===== src/sv/midi_byte_stream_parser_assert.svh =====
// Assertion macros for the MIDI byte stream parser.
`ifndef MIDI_BYTE_STREAM_PARSER_ASSERT_SVH
`define MIDI_BYTE_STREAM_PARSER_ASSERT_SVH

// Same-cycle implication.
`define MBSP_ASSERT_NOW(label, clk, rst, ante, cons) \
   label: assert property (@(posedge clk) disable iff (rst) (ante) |-> (cons)) \
      else $error("mbsp assertion failed");

// Next-cycle implication.
`define MBSP_ASSERT_NEXT(label, clk, rst, ante, cons) \
   label: assert property (@(posedge clk) disable iff (rst) (ante) |=> (cons)) \
      else $error("mbsp assertion failed");

`endif


===== src/sv/mbsp_pkg.sv =====
// Package: byte classes, queue entry type and MIDI constants.
`timescale 1ns / 1ps
`default_nettype none
package mbsp_pkg;

   localparam int unsigned KIND_W = 3;

   localparam logic [KIND_W-1:0] CLS_DATA   = 3'd0;
   localparam logic [KIND_W-1:0] CLS_CHAN   = 3'd1;
   localparam logic [KIND_W-1:0] CLS_RT     = 3'd2;
   localparam logic [KIND_W-1:0] CLS_SYSEX  = 3'd3;
   localparam logic [KIND_W-1:0] CLS_COMMON = 3'd4;
   localparam logic [KIND_W-1:0] CLS_TUNE   = 3'd5;
   localparam logic [KIND_W-1:0] CLS_CLEAR  = 3'd6;

   localparam logic [7:0] ST_SYS_FIRST = 8'hF0;
   localparam logic [7:0] ST_RT_FIRST  = 8'hF8;
   localparam logic [7:0] ST_SYSEX     = 8'hF0;
   localparam logic [7:0] ST_QFRAME    = 8'hF1;
   localparam logic [7:0] ST_SONG_POS  = 8'hF2;
   localparam logic [7:0] ST_SONG_SEL  = 8'hF3;
   localparam logic [7:0] ST_UNDEF_LO  = 8'hF4;
   localparam logic [7:0] ST_NONE      = 8'h00;

   localparam logic [3:0] NIB_NOTE_OFF  = 4'h8;
   localparam logic [3:0] NIB_NOTE_ON   = 4'h9;
   localparam logic [3:0] NIB_POLY_PRES = 4'hA;
   localparam logic [3:0] NIB_CTRL      = 4'hB;
   localparam logic [3:0] NIB_PROGRAM   = 4'hC;
   localparam logic [3:0] NIB_CHAN_PRES = 4'hD;
   localparam logic [3:0] NIB_BEND      = 4'hE;

   localparam logic [2:0] SYS_SYSEX = 3'd0;
   localparam logic [2:0] SYS_QF    = 3'd1;
   localparam logic [2:0] SYS_SPP   = 3'd2;
   localparam logic [2:0] SYS_SSEL  = 3'd3;
   localparam logic [2:0] SYS_TUNE  = 3'd6;

   localparam logic [6:0] CTRL_MODE_FIRST = 7'd120;

   localparam int unsigned QUEUE_DEPTH = 2;

   typedef struct packed {
      logic [KIND_W-1:0] kind;
      logic [7:0]        data;
   } item_type;

endpackage
`default_nettype wire


===== src/sv/mbsp_front.sv =====
// Front end: classifies each received byte into a queue entry.
`timescale 1ns / 1ps
`default_nettype none
module mbsp_front (
   input  wire logic [7:0]       rx_byte,
   output mbsp_pkg::item_type    item
);
   import mbsp_pkg::*;

   logic [KIND_W-1:0] kind;

   always_comb begin
      if (!rx_byte[7]) begin
         kind = CLS_DATA;
      end else if (rx_byte < ST_SYS_FIRST) begin
         kind = CLS_CHAN;
      end else if (rx_byte >= ST_RT_FIRST) begin
         kind = CLS_RT;
      end else begin
         case (rx_byte[2:0])
            SYS_SYSEX: kind = CLS_SYSEX;
            SYS_QF, SYS_SPP, SYS_SSEL: kind = CLS_COMMON;
            SYS_TUNE: kind = CLS_TUNE;
            default: kind = CLS_CLEAR;
         endcase
      end
   end

   assign item.kind = kind;
   assign item.data = rx_byte;

endmodule
`default_nettype wire


===== src/sv/mbsp_queue.sv =====
// Short register queue between the front end and the message engine.
`timescale 1ns / 1ps
`default_nettype none
module mbsp_queue (
   input  wire logic               clock,
   input  wire logic               reset,
   input  wire logic               push,
   input  wire mbsp_pkg::item_type push_item,
   output logic                    full,
   input  wire logic               pop,
   output logic                    head_valid,
   output mbsp_pkg::item_type      head_item
);
   import mbsp_pkg::*;

   localparam int unsigned PTR_W = (QUEUE_DEPTH > 1) ? $clog2(QUEUE_DEPTH) : 1;
   localparam int unsigned CNT_W = $clog2(QUEUE_DEPTH + 1);
   localparam logic [CNT_W-1:0] CNT_FULL = CNT_W'(QUEUE_DEPTH);
   localparam logic [PTR_W-1:0] PTR_LAST = PTR_W'(QUEUE_DEPTH - 1);

   item_type          entry_ff [QUEUE_DEPTH];
   logic [PTR_W-1:0]  wr_ptr_ff, wr_ptr_in;
   logic [PTR_W-1:0]  rd_ptr_ff, rd_ptr_in;
   logic [CNT_W-1:0]  count_ff, count_in;

   assign full       = (count_ff == CNT_FULL);
   assign head_valid = (count_ff != '0);
   assign head_item  = entry_ff[rd_ptr_ff];

   always_comb begin
      wr_ptr_in = wr_ptr_ff;
      rd_ptr_in = rd_ptr_ff;
      count_in  = count_ff;
      if (push) begin
         wr_ptr_in = (wr_ptr_ff == PTR_LAST) ? '0 : wr_ptr_ff + PTR_W'(1);
      end
      if (pop) begin
         rd_ptr_in = (rd_ptr_ff == PTR_LAST) ? '0 : rd_ptr_ff + PTR_W'(1);
      end
      if (push && !pop) begin
         count_in = count_ff + CNT_W'(1);
      end else if (pop && !push) begin
         count_in = count_ff - CNT_W'(1);
      end
   end

   always_ff @(posedge clock) begin
      if (reset) begin
         wr_ptr_ff <= '0;
         rd_ptr_ff <= '0;
         count_ff  <= '0;
      end else begin
         wr_ptr_ff <= wr_ptr_in;
         rd_ptr_ff <= rd_ptr_in;
         count_ff  <= count_in;
      end
   end

   always_ff @(posedge clock) begin
      if (push) begin
         entry_ff[wr_ptr_ff] <= push_item;
      end
   end

endmodule
`default_nettype wire


===== src/sv/mbsp_back.sv =====
// Message engine: running status state, message assembly and output register.
`timescale 1ns / 1ps
`default_nettype none
`include "midi_byte_stream_parser_assert.svh"
module mbsp_back (
   input  wire logic               clock,
   input  wire logic               reset,
   input  wire logic               head_valid,
   input  wire mbsp_pkg::item_type head_item,
   output logic                    pop,
   output logic                    rsp_valid,
   input  wire logic               rsp_ready,
   output logic [7:0]              rsp_status_byte,
   output logic [3:0]              rsp_channel,
   output logic [6:0]              rsp_first_data,
   output logic [6:0]              rsp_second_data,
   output logic                    rsp_channel_mode
);
   import mbsp_pkg::*;

   logic [7:0] rs_ff, rs_in;
   logic       have_ff, have_in;
   logic [6:0] held_ff, held_in;

   logic       valid_ff, valid_in;
   logic [7:0] st_ff;
   logic [3:0] ch_ff;
   logic [6:0] d1_ff, d2_ff;
   logic       mode_ff;

   logic       emit;
   logic [7:0] e_st;
   logic [3:0] e_ch;
   logic [6:0] e_d1, e_d2;
   logic       e_mode;
   logic [6:0] b7;

   assign pop = head_valid && (!valid_ff || rsp_ready);
   assign b7  = head_item.data[6:0];

   always_comb begin
      rs_in   = rs_ff;
      have_in = have_ff;
      held_in = held_ff;
      emit    = 1'b0;
      e_st    = '0;
      e_ch    = '0;
      e_d1    = '0;
      e_d2    = '0;
      e_mode  = 1'b0;
      if (pop) begin
         case (head_item.kind)
            CLS_CHAN, CLS_COMMON: begin
               rs_in   = head_item.data;
               have_in = 1'b0;
            end
            CLS_SYSEX: begin
               rs_in = head_item.data;
            end
            CLS_RT: begin
               emit = 1'b1;
               e_st = head_item.data;
            end
            CLS_TUNE: begin
               rs_in = ST_NONE;
               emit  = 1'b1;
               e_st  = head_item.data;
            end
            CLS_CLEAR: begin
               rs_in = ST_NONE;
            end
            CLS_DATA: begin
               case (rs_ff[7:4])
                  NIB_NOTE_OFF, NIB_NOTE_ON, NIB_POLY_PRES, NIB_CTRL, NIB_BEND: begin
                     if (!have_ff) begin
                        held_in = b7;
                        have_in = 1'b1;
                     end else begin
                        have_in = 1'b0;
                        emit    = 1'b1;
                        e_ch    = rs_ff[3:0];
                        e_d1    = held_ff;
                        e_d2    = b7;
                        if (rs_ff[7:4] == NIB_NOTE_ON && b7 == '0) begin
                           e_st = {NIB_NOTE_OFF, rs_ff[3:0]};
                        end else begin
                           e_st = rs_ff;
                        end
                        if (rs_ff[7:4] == NIB_CTRL) begin
                           e_mode = (held_ff >= CTRL_MODE_FIRST);
                        end
                     end
                  end
                  NIB_PROGRAM, NIB_CHAN_PRES: begin
                     emit = 1'b1;
                     e_st = rs_ff;
                     e_ch = rs_ff[3:0];
                     e_d1 = b7;
                  end
                  default: begin
                     case (rs_ff)
                        ST_QFRAME: begin
                           rs_in = ST_NONE;
                           emit  = 1'b1;
                           e_st  = rs_ff;
                           e_d1  = {4'b0, b7[6:4]};
                           e_d2  = {3'b0, b7[3:0]};
                        end
                        ST_SONG_POS: begin
                           if (!have_ff) begin
                              held_in = b7;
                              have_in = 1'b1;
                           end else begin
                              have_in = 1'b0;
                              rs_in   = ST_NONE;
                              emit    = 1'b1;
                              e_st    = rs_ff;
                              e_d1    = held_ff;
                              e_d2    = b7;
                           end
                        end
                        ST_SONG_SEL: begin
                           rs_in = ST_NONE;
                           emit  = 1'b1;
                           e_st  = rs_ff;
                           e_d1  = b7;
                        end
                        ST_SYSEX: begin
                           rs_in = rs_ff;
                        end
                        default: begin
                           if (rs_ff >= ST_UNDEF_LO) begin
                              rs_in = ST_NONE;
                           end
                        end
                     endcase
                  end
               endcase
            end
            default: begin
               rs_in = rs_ff;
            end
         endcase
      end
   end

   assign valid_in = emit ? 1'b1 : (rsp_ready ? 1'b0 : valid_ff);

   always_ff @(posedge clock) begin
      if (reset) begin
         rs_ff    <= ST_NONE;
         have_ff  <= 1'b0;
         held_ff  <= '0;
         valid_ff <= 1'b0;
      end else begin
         rs_ff    <= rs_in;
         have_ff  <= have_in;
         held_ff  <= held_in;
         valid_ff <= valid_in;
      end
   end

   always_ff @(posedge clock) begin
      if (emit) begin
         st_ff   <= e_st;
         ch_ff   <= e_ch;
         d1_ff   <= e_d1;
         d2_ff   <= e_d2;
         mode_ff <= e_mode;
      end
   end

   assign rsp_valid        = valid_ff;
   assign rsp_status_byte  = st_ff;
   assign rsp_channel      = ch_ff;
   assign rsp_first_data   = d1_ff;
   assign rsp_second_data  = d2_ff;
   assign rsp_channel_mode = mode_ff;

   `MBSP_ASSERT_NOW(a_no_pop_on_stall, clock, reset, valid_ff && !rsp_ready, !pop)
   `MBSP_ASSERT_NOW(a_mode_only_ctrl, clock, reset, valid_ff && mode_ff, st_ff[7:4] == NIB_CTRL)
   `MBSP_ASSERT_NOW(a_stray_data_silent, clock, reset, pop && head_item.kind == CLS_DATA && rs_ff == ST_NONE, !emit)
   `MBSP_ASSERT_NEXT(a_rt_keeps_state, clock, reset, pop && head_item.kind == CLS_RT, $stable(rs_ff) && $stable(have_ff) && $stable(held_ff))

endmodule
`default_nettype wire


===== src/sv/midi_byte_stream_parser.sv =====
// Top level: MIDI byte stream parser with running status.
//
//   channel | direction | ports
//   req     | in        | req_valid, req_ready, req_rx_byte
//   rsp     | out       | rsp_valid, rsp_ready, rsp_status_byte, rsp_channel,
//           |           | rsp_first_data, rsp_second_data, rsp_channel_mode
//
// One byte per cycle sustained unless rsp_ready stalls; a byte passes the
// queue register, then the message engine, into the output register.
// The engine sets the rate: one byte per cycle, unless rsp_ready stalls it.
// req_ready drops only when the two-entry queue is full.
// Synchronous reset clears running status, the held data flag and all valids.
`timescale 1ns / 1ps
`default_nettype none
module midi_byte_stream_parser (
   input  wire logic        clock,
   input  wire logic        reset,
   input  wire logic        req_valid,
   output logic             req_ready,
   input  wire logic [7:0]  req_rx_byte,
   output logic             rsp_valid,
   input  wire logic        rsp_ready,
   output logic [7:0]       rsp_status_byte,
   output logic [3:0]       rsp_channel,
   output logic [6:0]       rsp_first_data,
   output logic [6:0]       rsp_second_data,
   output logic             rsp_channel_mode
);
   import mbsp_pkg::*;

   item_type in_item;
   item_type head_item;
   logic     q_full;
   logic     q_push;
   logic     q_pop;
   logic     head_valid;

   assign req_ready = !q_full;
   assign q_push    = req_valid && !q_full;

   mbsp_front u_front (
      .rx_byte (req_rx_byte),
      .item    (in_item)
   );

   mbsp_queue u_queue (
      .clock      (clock),
      .reset      (reset),
      .push       (q_push),
      .push_item  (in_item),
      .full       (q_full),
      .pop        (q_pop),
      .head_valid (head_valid),
      .head_item  (head_item)
   );

   mbsp_back u_back (
      .clock            (clock),
      .reset            (reset),
      .head_valid       (head_valid),
      .head_item        (head_item),
      .pop              (q_pop),
      .rsp_valid        (rsp_valid),
      .rsp_ready        (rsp_ready),
      .rsp_status_byte  (rsp_status_byte),
      .rsp_channel      (rsp_channel),
      .rsp_first_data   (rsp_first_data),
      .rsp_second_data  (rsp_second_data),
      .rsp_channel_mode (rsp_channel_mode)
   );

endmodule
`default_nettype wire

===== config.mk =====
export PLATFORM = sky130hd
export DESIGN_NAME = midi_byte_stream_parser
export DESIGN_NICKNAME = d
export VERILOG_FILES = /design/src/sv/mbsp_pkg.sv /design/src/sv/mbsp_front.sv /design/src/sv/mbsp_queue.sv /design/src/sv/mbsp_back.sv /design/src/sv/midi_byte_stream_parser.sv
export VERILOG_INCLUDE_DIRS = /design/src /design/src/sv
export SDC_FILE = /design/constraint.sdc
export NUM_CORES = 1
export LEC_CHECK = 0
export BUFFER_PORTS_ARGS = -buffer_cell sky130_fd_sc_hd__clkbuf_2
export CAP_MARGIN = 20
export CORE_ASPECT_RATIO = 1.1
export CORE_MARGIN = 2
export CORE_UTILIZATION = 40
export CTS_CLUSTER_SIZE = 16
export DETAILED_ROUTE_END_ITERATION = 6
export SYNTH_ARGS = -nofsm -noshare
export SYNTH_HDL_FRONTEND = slang
export SYNTH_SLANG_ARGS = --single-unit

===== constraint.sdc =====
create_clock -name clock -period 2.9 [get_ports clock]
set_input_delay 0.145 -clock clock [delete_from_list [all_inputs] [get_ports clock]]
set_output_delay 0.145 -clock clock [all_outputs]
set_load 0.03 [all_outputs]

==> reports/results.ini, run 1 <==
[cts]
clock_path_buffers=2
numCtsBuffers=9
clockRootBuffer=clkbuf_8
cts_setup_buffers=0
clock_sinks=71
clkLatencyLatePin_ns=0.35
cts.clk_slew.worst_paths_ns=0.08
cts_resized=0
cts-htree-levels=3
hold_buffers=0
cts_tree=yes

[sta]
fin_skew_ns=0.01431
tns_ns=0
drv_slew=0
period_share_pct=86.30
timing.hold.ws_ns=0.01429
maxSlewHeadroom_pct=50.63
period_needed_ns=2.503
clock.fmax_mhz=399.6
setup_viol=0
finalHoldViolations=0
worst_slew_pin_slew_ns=0.7406
rsz0062_at_grt=no

[critical_path]
path_cells=mux2i_4, nand3_1, a21oi_1, o21ai_0, inv_1, buf_4
endpoint_kind=flip-flop
critPathArrivalTime_ns=2.53
critical_path_buf_inv_count=2
worst_path_max_delay_cell=dfxtp_1
worstPathMaxFanout=27
startpoint_type=flip-flop
cp_top_family=flip-flops
worstPathRequired_ns=2.93
path_class=flip-flop to flip-flop
max_stage_delay_ns=0.62

[route]
drc=0
drt-initial-drc-count=159
first_pass_iters=7
via_per_inst=5.324
ant_nets=0
vias=2369
routed_wirelength_um=7185
wl_per_cell_um=16.15

[global_routing]
grt_pass1_vias=2141
grt_max_degree=28
grt_overflow_total=0
grt_pass1_wl_um=11390
antenna_found_initial=0
grt_usage_pct=16.39

[cells_and_area]
layout.cells.non_filler=445
nFillCells=770
fin_nets=342
antenna_cells=0
fin_area_sq_mm=0.003905
final_layout_size_suffix_gt1_share_pct=26.65
layout_common_cells=49 x edfxtp_1, 40 x clkbuf_2, 33 x nand2_1
post-route-util_pct=47.18
final_common_cell=edfxtp_1
area_growth_pct=16.37

[floorplanning]
rows=35
io_pins=41
die_area_sq_mm=0.009139
coreArea_sq_mm=0.008277
die_y_um=100.1
initial_utilization_pct=40.54
die_w_um=91.33

[logic_synthesis]
synthesis.nets=295
synth-main-ff-cell=edfxtp_1
postSynthCellCount=282
synth_cell_types=57
synth_seq_cells=71
ys_seq_area_share_pct=56.97
synth.avg_cell_area_sq_um=11.90
async_reset_ff_share_pct=0
synth-edff-count=49
synth_area_sq_mm=0.003356
yosys_warnings=0

[power]
peakVddDrop_mv=0.3482
power_per_cell_area_mw_per_mm2=896.2
p_leak_nw=1.380

[run_status]
status=finished, final reports clean

[flow_run]
cap_viol_max_count=0

[min_path]
hold_class=primary input to flip-flop

[placed_design]
port_buffers=40
placed_area_sq_mm=0.003691
placed_cells=429
dp_hpwl_um=5072
gp_congestion=0.9339

==> worst register-to-register path, cell delays in order (launching register included) <==
cell     delay (ns)
dfxtp_1        0.62
mux2i_4        0.42
nand3_1        0.25
a21oi_1        0.35
o21ai_0        0.16
inv_1          0.08
buf_4          0.31
==> final timing paths <==
check                            from                  endpoint  slack (ns)  cells past startpoint
hold reg to reg   u_queue.count_ff[1]       u_queue.count_ff[1]        0.51                      2
hold / removal         req_rx_byte[6]    u_queue.entry_ff[1][6]        0.01                      1
setup reg to reg            flip-flop  u_back.rsp_first_data[4]        0.40                      6
setup / recovery            flip-flop  u_back.rsp_first_data[4]        0.40                      6
==> where the power goes <==
part	switching [mW]	internal [mW]	leakage (nW)
Clock	0.385	0.451	0.104
Sequential	0.144	1.30	0.639
Combinational	0.794	0.425	0.637
==> registers in the layout (all words and copies together), names as in the netlist, named ones only <==
name	count
u_back.have_ff	1
u_back.held_ff	7
u_back.rs_ff	8
u_back.rsp_channel	4
u_back.rsp_channel_mode	1
u_back.rsp_first_data	7
u_back.rsp_second_data	7
u_back.rsp_status_byte	8
u_back.rsp_valid	1
u_queue.count_ff	2
u_queue.entry_ff	22
u_queue.rd_ptr_ff	1
u_queue.wr_ptr_ff	1
==> cells in the mapped netlist, drive strengths merged (2+ instances only) <==
master   number  area (sq um)
xnor2         2         17.52
nor2         29         116.4
and3b         3         26.28
buf           8         52.55
a21o          3         22.52
dfxtp        22         440.4
nand4b        2         32.53
a31oi         4         25.02
o2111ai       3         26.28
mux2i        17         207.7
nand2        33         123.9
xor2          5         43.79
a31o          2         17.52
inv           5         18.77
o21a          2         15.01
nand3         6         30.03
clkbuf        5         18.77
and3          5         31.28
a21oi         9         45.04
and2          5         31.28
o211ai        2         15.01
edfxtp       49          1471
mux2          8         90.09
nor3          5         25.02
nand4         2         12.51
nand2b        6         37.54
a211oi        4         45.05
o21ai         6         30.02
nor2b         2         12.51
o22ai         3         25.02
a22oi         7         52.55
==> cell families (layout without fill, tap and decap cells) <==
group | count (synthesis) | count (layout) | share of synthesized area, %
XOR/XNOR | 7 | 7 | 1.827
AO/OA/AOI/OAI | 54 | 54 | 13.20
AND/OR/NAND/NOR | 105 | 105 | 15.96
multiplexers | 25 | 25 | 8.874
adder cells (fa/ha/maj) | 1 | 1 | 0.3728
buffers and inverters | 19 | 71 | 2.796
flip-flops | 71 | 71 | 56.97
==> metal layers <==
metal	vias up	global-route usage (%)	share of wire, %
met5	-	0	0
li1	1152	-	-
met4	0	6.760	2.2
met3	19	4.730	6.5
met2	106	26.44	47
met1	1092	20.84	44
==> stage by stage <==
| step | worst slack [ns] | power [mW] |
|---|---|---|
| finish | 0.3974 | 3.500 |
| global route | 0.2294 | 3.667 |
| CTS | 0.4180 | 3.509 |
| detailed placement | 0.4301 | 2.681 |
| global placement | 0.5211 | 2.662 |
| floorplan | 0.5997 | 2.354 |
==> area by class of cell <==
cell class | instances | area [sq um] | area share, %
timing repair buffer | 49 | 267.8 | 6.857
inverter | 6 | 22.52 | 0.5767
multi-input combinational | 192 | 1350 | 34.57
sequential | 71 | 1912 | 48.96
clock inverter | 6 | 65.06 | 1.666
clock buffer | 10 | 148.9 | 3.813
tap | 111 | 138.9 | 3.557
No activity file was read; power rests on OpenSTA's default activity.
==> inputs of run 2 (changes only) <==
- CAP_MARGIN: 20 -> unset
- CORE_UTILIZATION: 40 -> 62
- PLACE_DENSITY: unset -> 0.84
- clock period: 2.9 -> 3.2 ns (I/O delays scaled with it)
==> run 2 against run 1 <==
  * First-iteration DRC count is 61% higher
  * Worst setup slack better by 0.32 ns
  * Register-to-register slack improved by 0.32 ns
  * Global-route usage up 8.7 points
  * Sequential power decreased by 9%
  * Highest routed layer unchanged
==> reports/results.ini, run 2 (synthesis results as in run 1) <==
[global_routing]
grt_max_degree=28  ; unchanged
antenna_found_initial=0  ; unchanged
grt_pass1_vias=2155  ; +0.65%
grt_overflow_total=0  ; unchanged
met1_usage_pct=30.46  ; +9.6 points
grt_pass1_wl_um=10910  ; -4.2%
grt_usage_pct=25.08  ; +8.7 points
use_met3_pct=4.094  ; -0.64 points
grt_util_met2_pct=41.61  ; +15 points
busiest_layer=met2

[sta]
tns_ns=0  ; unchanged
drv_slew=0  ; unchanged
maxSlewHeadroom_pct=40.95  ; -9.7 points
period_needed_ns=2.487  ; -0.01556 ns
fin_skew_ns=0.01703  ; +0.002717 ns
setup_viol=0  ; unchanged
setup_ws_ns=0.7129  ; +0.3156 ns
worst_slew_pin_slew_ns=0.8824  ; +0.1419 ns
rsz0062_at_grt=no
period_share_pct=77.72  ; -8.6 points
finalHoldViolations=0  ; unchanged
clock.fmax_mhz=402.1  ; +0.63%

[cells_and_area]
multi_input_area_sq_mm=0.001350  ; unchanged
nFillCells=379  ; -51%
largest_reg_flops=22  ; unchanged
seqCellArea_sq_mm=0.001912  ; unchanged
layout.cells.non_filler=406  ; -8.8%
layout_common_cells=49 x edfxtp_1, 40 x clkbuf_2, 33 x nand2_1
antenna_cells=0  ; unchanged
final_layout_size_suffix_gt1_share_pct=25.68  ; -0.97 points
fin_nets=339  ; -0.88%
top_register=u_queue.entry_ff
final_common_cell=edfxtp_1
area_growth_pct=13.80
fin_area_sq_mm=0.003819  ; -2.2%

[route]
routed_wirelength_um=6976  ; -2.9%
vias=2398  ; +1.2%
drt-initial-drc-count=256  ; +61%
first_pass_iters=4  ; -3
wl_per_cell_um=17.18  ; +6.4%
via_per_inst=5.906  ; +11%
drc=0  ; unchanged
ant_nets=0  ; unchanged

[cts]
clockRootBuffer=clkbuf_8
cts_setup_buffers=0  ; unchanged
cts-htree-levels=3  ; unchanged
cts_tree=yes
hold_buffers=0  ; unchanged
clock_sinks=71  ; unchanged
numCtsBuffers=9  ; unchanged
cts_resized=0  ; unchanged
clkLatencyLatePin_ns=0.35  ; about the same
clock_path_buffers=2  ; unchanged
cts.clk_slew.worst_paths_ns=0.08  ; about the same

[power]
swShare_pct=38.13  ; +0.35 points
pwr-share-clk_pct=22.5  ; -1.4 points
combPwrFrac_pct=34.8  ; about the same
p_int_mw=1.916  ; -12%
p_seq_share_pct=42.6  ; +1.3 points
power_per_cell_area_mw_per_mm2=811.1  ; -9.5%
p_switching_mw=1.181  ; -11%
p_leak_nw=1.353  ; -2.0%
peakVddDrop_mv=0.6684  ; +92%

[run_status]
status=finished, final reports clean

[floorplanning]
initial_utilization_pct=63.43  ; +23 points
die_area_sq_mm=0.006018  ; -34%
die_y_um=81.16  ; -19%
coreArea_sq_mm=0.005290  ; -36%
die_w_um=74.15  ; -19%
io_pins=41  ; unchanged
rows=28  ; -20%

[placed_design]
dp_hpwl_um=4971  ; -2.0%
placed_cells=390  ; -9.1%
gp_congestion=0.9561  ; +2.4%
port_buffers=40  ; unchanged
placed_area_sq_mm=0.003623  ; -1.8%
place_ws_ns=0.7211  ; +0.2910 ns

[critical_path]
worstPathRequired_ns=3.21  ; +0.28 ns
startpoint_type=flip-flop
r2r_setup_slack_ns=0.71  ; +0.32 ns
critPathArrivalTime_ns=2.50  ; -0.03 ns
worstPathMaxFanout=27  ; unchanged
cp_top_family=flip-flops
path_class=flip-flop to flip-flop
endpoint_kind=flip-flop
critical_path_buf_inv_count=2  ; unchanged
worst_path_max_delay_cell=dfxtp_1
max_stage_delay_ns=0.59  ; -0.03 ns
path_cells=mux2i_4, nand3_1, a21oi_1, o21ai_0, inv_1, buf_4

[flow_run]
cap_viol_max_count=0  ; unchanged

[min_path]
hold_class=primary input to flip-flop

[run 2: final cells by class]
type | count | area share, %
Clock inverter | 7 | 1.868
Multi-Input combinational cell | 192 | 35.35
Tap cell | 75 | 2.457
Inverter | 6 | 0.5898
Timing Repair Buffer | 46 | 6.422
Sequential cell | 71 | 50.07
Clock buffer | 9 | 3.244
[run 2: final timing paths]
| path | start | endpoint | depth (start not counted) |
|---|---|---|---|
| max | flip-flop | u_back.rsp_status_byte[0] | 6 |
| min | req_rx_byte[6] | u_queue.entry_ff[0][6] | 1 |
| max reg2reg | flip-flop | u_back.rsp_status_byte[0] | 6 |
| min reg2reg | u_queue.count_ff[1] | u_queue.count_ff[1] | 2 |
[run 2: per-stage QoR]
step	utilization (%)	total power, mW	hold WS [ns]
floorplan	-	2.133	0.2246
global placement	68.50	2.378	0.3682
detailed placement	68.50	2.407	0.3701
CTS	72.19	3.101	0.008933
global route	72.19	3.247	0.02059
finish	72.19	3.097	0.01379
[run 2: power by group through the flow]
stage	clock network, mW	registers (mW)	logic (mW)
6_report	0.698	1.32	1.08
4_1_cts	0.709	1.32	1.07
5_1_grt	0.740	1.34	1.17
2_1_floorplan	0	1.39	0.744
3_5_place_dp	0	1.34	1.07
3_3_place_gp	0	1.33	1.05
[run 2: per-layer routing]
layer  vias to the layer above  share of wire [%]
met5                         -                  0
met4                         0                3.9
met3                        23                5.5
met2                        92                 49
met1                      1141                 41
li1                       1142                  -
==> inputs of run 3 (changes only) <==
- ABC_AREA: unset -> 1
- CORE_UTILIZATION: 62 -> 52
- PLACE_DENSITY: 0.84 -> 0.75
- clock period: 3.2 -> 2 ns (I/O delays scaled with it)
==> run 3 against run 2 <==
  * First-iteration DRC count down 16%
  * Clock skew fell by 0.0068 ns
  * Combinational power up 130%
  * Clock-buffer cell count unchanged
  * Synthesized cell count increased by 40%
  * Sequential power is 58% higher
  * Fmax increased by 35%
  * Critical endpoint is now u_back.rsp_status_byte[4]
  * Largest power group is now combinational logic
==> reports/results.ini, run 3 <==
[cts]
clkLatencyLatePin_ns=0.35  ; about the same
cts-htree-levels=3  ; unchanged
cts.clk_slew.worst_paths_ns=0.08  ; about the same
cts_tree=yes
clock_sinks=71  ; unchanged
numCtsBuffers=9  ; unchanged
cts_setup_buffers=0  ; unchanged
clock_path_buffers=2  ; unchanged
clockRootBuffer=clkbuf_8

[critical_path]
startpoint_type=flip-flop
worstPathRequired_ns=2.11  ; -1.10 ns
path_class=flip-flop to flip-flop
endpoint_kind=flip-flop
critPathArrivalTime_ns=1.95  ; -0.55 ns
worstPathMaxFanout=16  ; -41%

[sta]
setup_viol=0  ; unchanged
tns_ns=0  ; unchanged
maxSlewHeadroom_pct=68.83  ; +28 points
period_share_pct=91.83  ; +14 points
drv_slew=0  ; unchanged
timing.hold.ws_ns=0.03614  ; +0.02235 ns
period_needed_ns=1.837  ; -0.6505 ns
fin_skew_ns=0.01027  ; -0.006760 ns
worst_slew_pin_slew_ns=0.4644  ; -0.4181 ns
finalHoldViolations=0  ; unchanged
rsz0062_at_grt=no
clock.fmax_mhz=544.5  ; +35%

[cells_and_area]
layout_common_cells=98 x nand2_1, 58 x nor2_1, 49 x edfxtp_1
top_register=u_queue.entry_ff
post-route-util_pct=62.49  ; -9.7 points
fin_area_sq_mm=0.004096  ; +7.3%
final_common_cell=nand2_1
fin_nets=470  ; +39%
antenna_cells=0  ; unchanged
area_growth_pct=17.52
largest_reg_flops=22  ; unchanged
final_layout_size_suffix_gt1_share_pct=21.43  ; -4.3 points

[route]
drt-initial-drc-count=214  ; -16%
first_pass_iters=4  ; unchanged
wl_per_cell_um=13.94  ; -19%
drc=0  ; unchanged
via_per_inst=5.228  ; -11%
vias=2844  ; +19%
routed_wirelength_um=7585  ; +8.7%
ant_nets=0  ; unchanged

[logic_synthesis]
synthTopCellsByCount=99 x nand2_1, 58 x nor2_1, 49 x edfxtp_1, 46 x inv_1
synth_seq_cells=71  ; unchanged
synthesis.nets=407  ; +38%
yosys_warnings=0  ; unchanged
synth.avg_cell_area_sq_um=8.847  ; -26%
async_reset_ff_share_pct=0  ; unchanged
synth_cell_types=35  ; -39%
synth_area_sq_mm=0.003486  ; +3.9%
yosysMostFrequentCell=nand2_1
synth-main-ff-cell=edfxtp_1
post-synth-top-area-cell=edfxtp_1
synth-edff-count=49  ; unchanged
synth_top_area_share_pct=42.21  ; -1.6 points
postSynthCellCount=394  ; +40%
ys_seq_area_share_pct=54.85  ; -2.1 points
yosys-top-cells-area=edfxtp_1 42%, dfxtp_1 13%, nand2_1 11%, nor2_1 6.2%, inv_1 5.0%

[floorplanning]
rows=31  ; +11%
io_pins=41  ; unchanged
initial_utilization_pct=53.18  ; -10 points
coreArea_sq_mm=0.006555  ; +24%
die_y_um=89.87  ; +11%
die_w_um=82.07  ; +11%
die_area_sq_mm=0.007375  ; +23%

[global_routing]
grt_overflow_total=0  ; unchanged
grt_max_degree=28  ; unchanged
antenna_found_initial=0  ; unchanged
grt_pass1_wl_um=12540  ; +15%
grt_usage_pct=22.68  ; -2.4 points
grt_pass1_vias=2631  ; +22%

[placed_design]
gp_congestion=0.9526  ; -0.37%
port_buffers=40  ; unchanged
placed_area_sq_mm=0.003812  ; +5.2%
dp_hpwl_um=5651  ; +14%

[flow_run]
cap_viol_max_count=0  ; unchanged

[min_path]
hold_class=primary input to flip-flop

[run_status]
status=finished, final reports clean

[power]
p_leak_nw=1.828  ; +35%
peakVddDrop_mv=0.9722  ; +45%
power_per_cell_area_mw_per_mm2=1391  ; +71%

## run 3: cell types whose count changed after synthesis, moves of 11 or more
cell,before,now
nand2_1,33,99
inv_1,5,46
nor2_1,26,58
nand3_1,6,22
mux2i_1,14,0
nand4_1,2,13
o21ai_0,5,16
o21ai_1,1,12
## run 3: layer usage
metal  GRT usage [%]  share of wire [%]  wire length, um
met5               0                  0                0
met4           9.722                3.6              272
met3           5.924                7.6              580
met2           33.33                 44             3343
met1           31.49                 45             3389
## run 3: critical path, stage by stage (launching register included)
cell and delay, ns:
dfxtp_1 0.45, buf_4 0.25, nand2_1 0.08, o21ai_1 0.26
nand2_1 0.11, nor2_1 0.11, nand2_1 0.09, nand2_1 0.07
nand3_1 0.07, nand2_1 0.07, nand2_1 0.04
## run 3: cells by family (layout without fill, tap and decap cells)
family,Yosys count,count (layout),share of synthesized area [%]
buffers and inverters,59,127,7.825
DFF,71,71,54.85
AOI/OAI and AO/OA,45,45,7.215
adders and majority gates,1,1,0.3589
and+or+nand+nor,218,218,29.76
## run 3: repair_timing
| item | CTS | global route |
|---|---|---|
| gates resized for setup | 0 | 0 |
| hold buffers | 8 | 0 |
| endpoints found under the hold margin | 16 | 0 |
| setup endpoints to repair | 0 | 0 |
## run 3: final timing paths
path | from | to | slack (ns) | cells after the start
max | flip-flop | u_back.rsp_status_byte[4] | 0.16 | 10
min | reset | u_back.rs_ff[3] | 0.04 | 2
max reg2reg | flip-flop | u_back.rsp_status_byte[4] | 0.16 | 10
min reg2reg | u_queue.rd_ptr_ff | u_queue.rd_ptr_ff | 0.46 | 1
## run 3: area by class of cell
type	instances	area, sq um
multi-input cells	264	1304
fillers	540	2459
inverters	53	206.4
clock buffers	9	123.9
well taps	82	102.6
flip-flops and latches	71	1912
clock inverters	7	80.08
repair buffers	58	367.9
## run 3: report_power, final
part / internal (mW) / leakage (nW) / total [mW] / switching [mW]
Sequential: 1.94 / 0.641 / 2.08 / 0.136
Clock: 0.588 / 0.0964 / 1.17 / 0.579
Combinational: 0.718 / 1.09 / 2.45 / 1.73
## run 3: stage by stage
step	power (mW)	instances	setup slack [ns]
6_report	5.698	544	0.1635
2_1_floorplan	3.937	394	0.07891
5_1_grt	6.078	544	0.02082
3_3_place_gp	4.494	520	0.2266
4_1_cts	5.705	544	0.1712
3_5_place_dp	4.532	520	0.1878
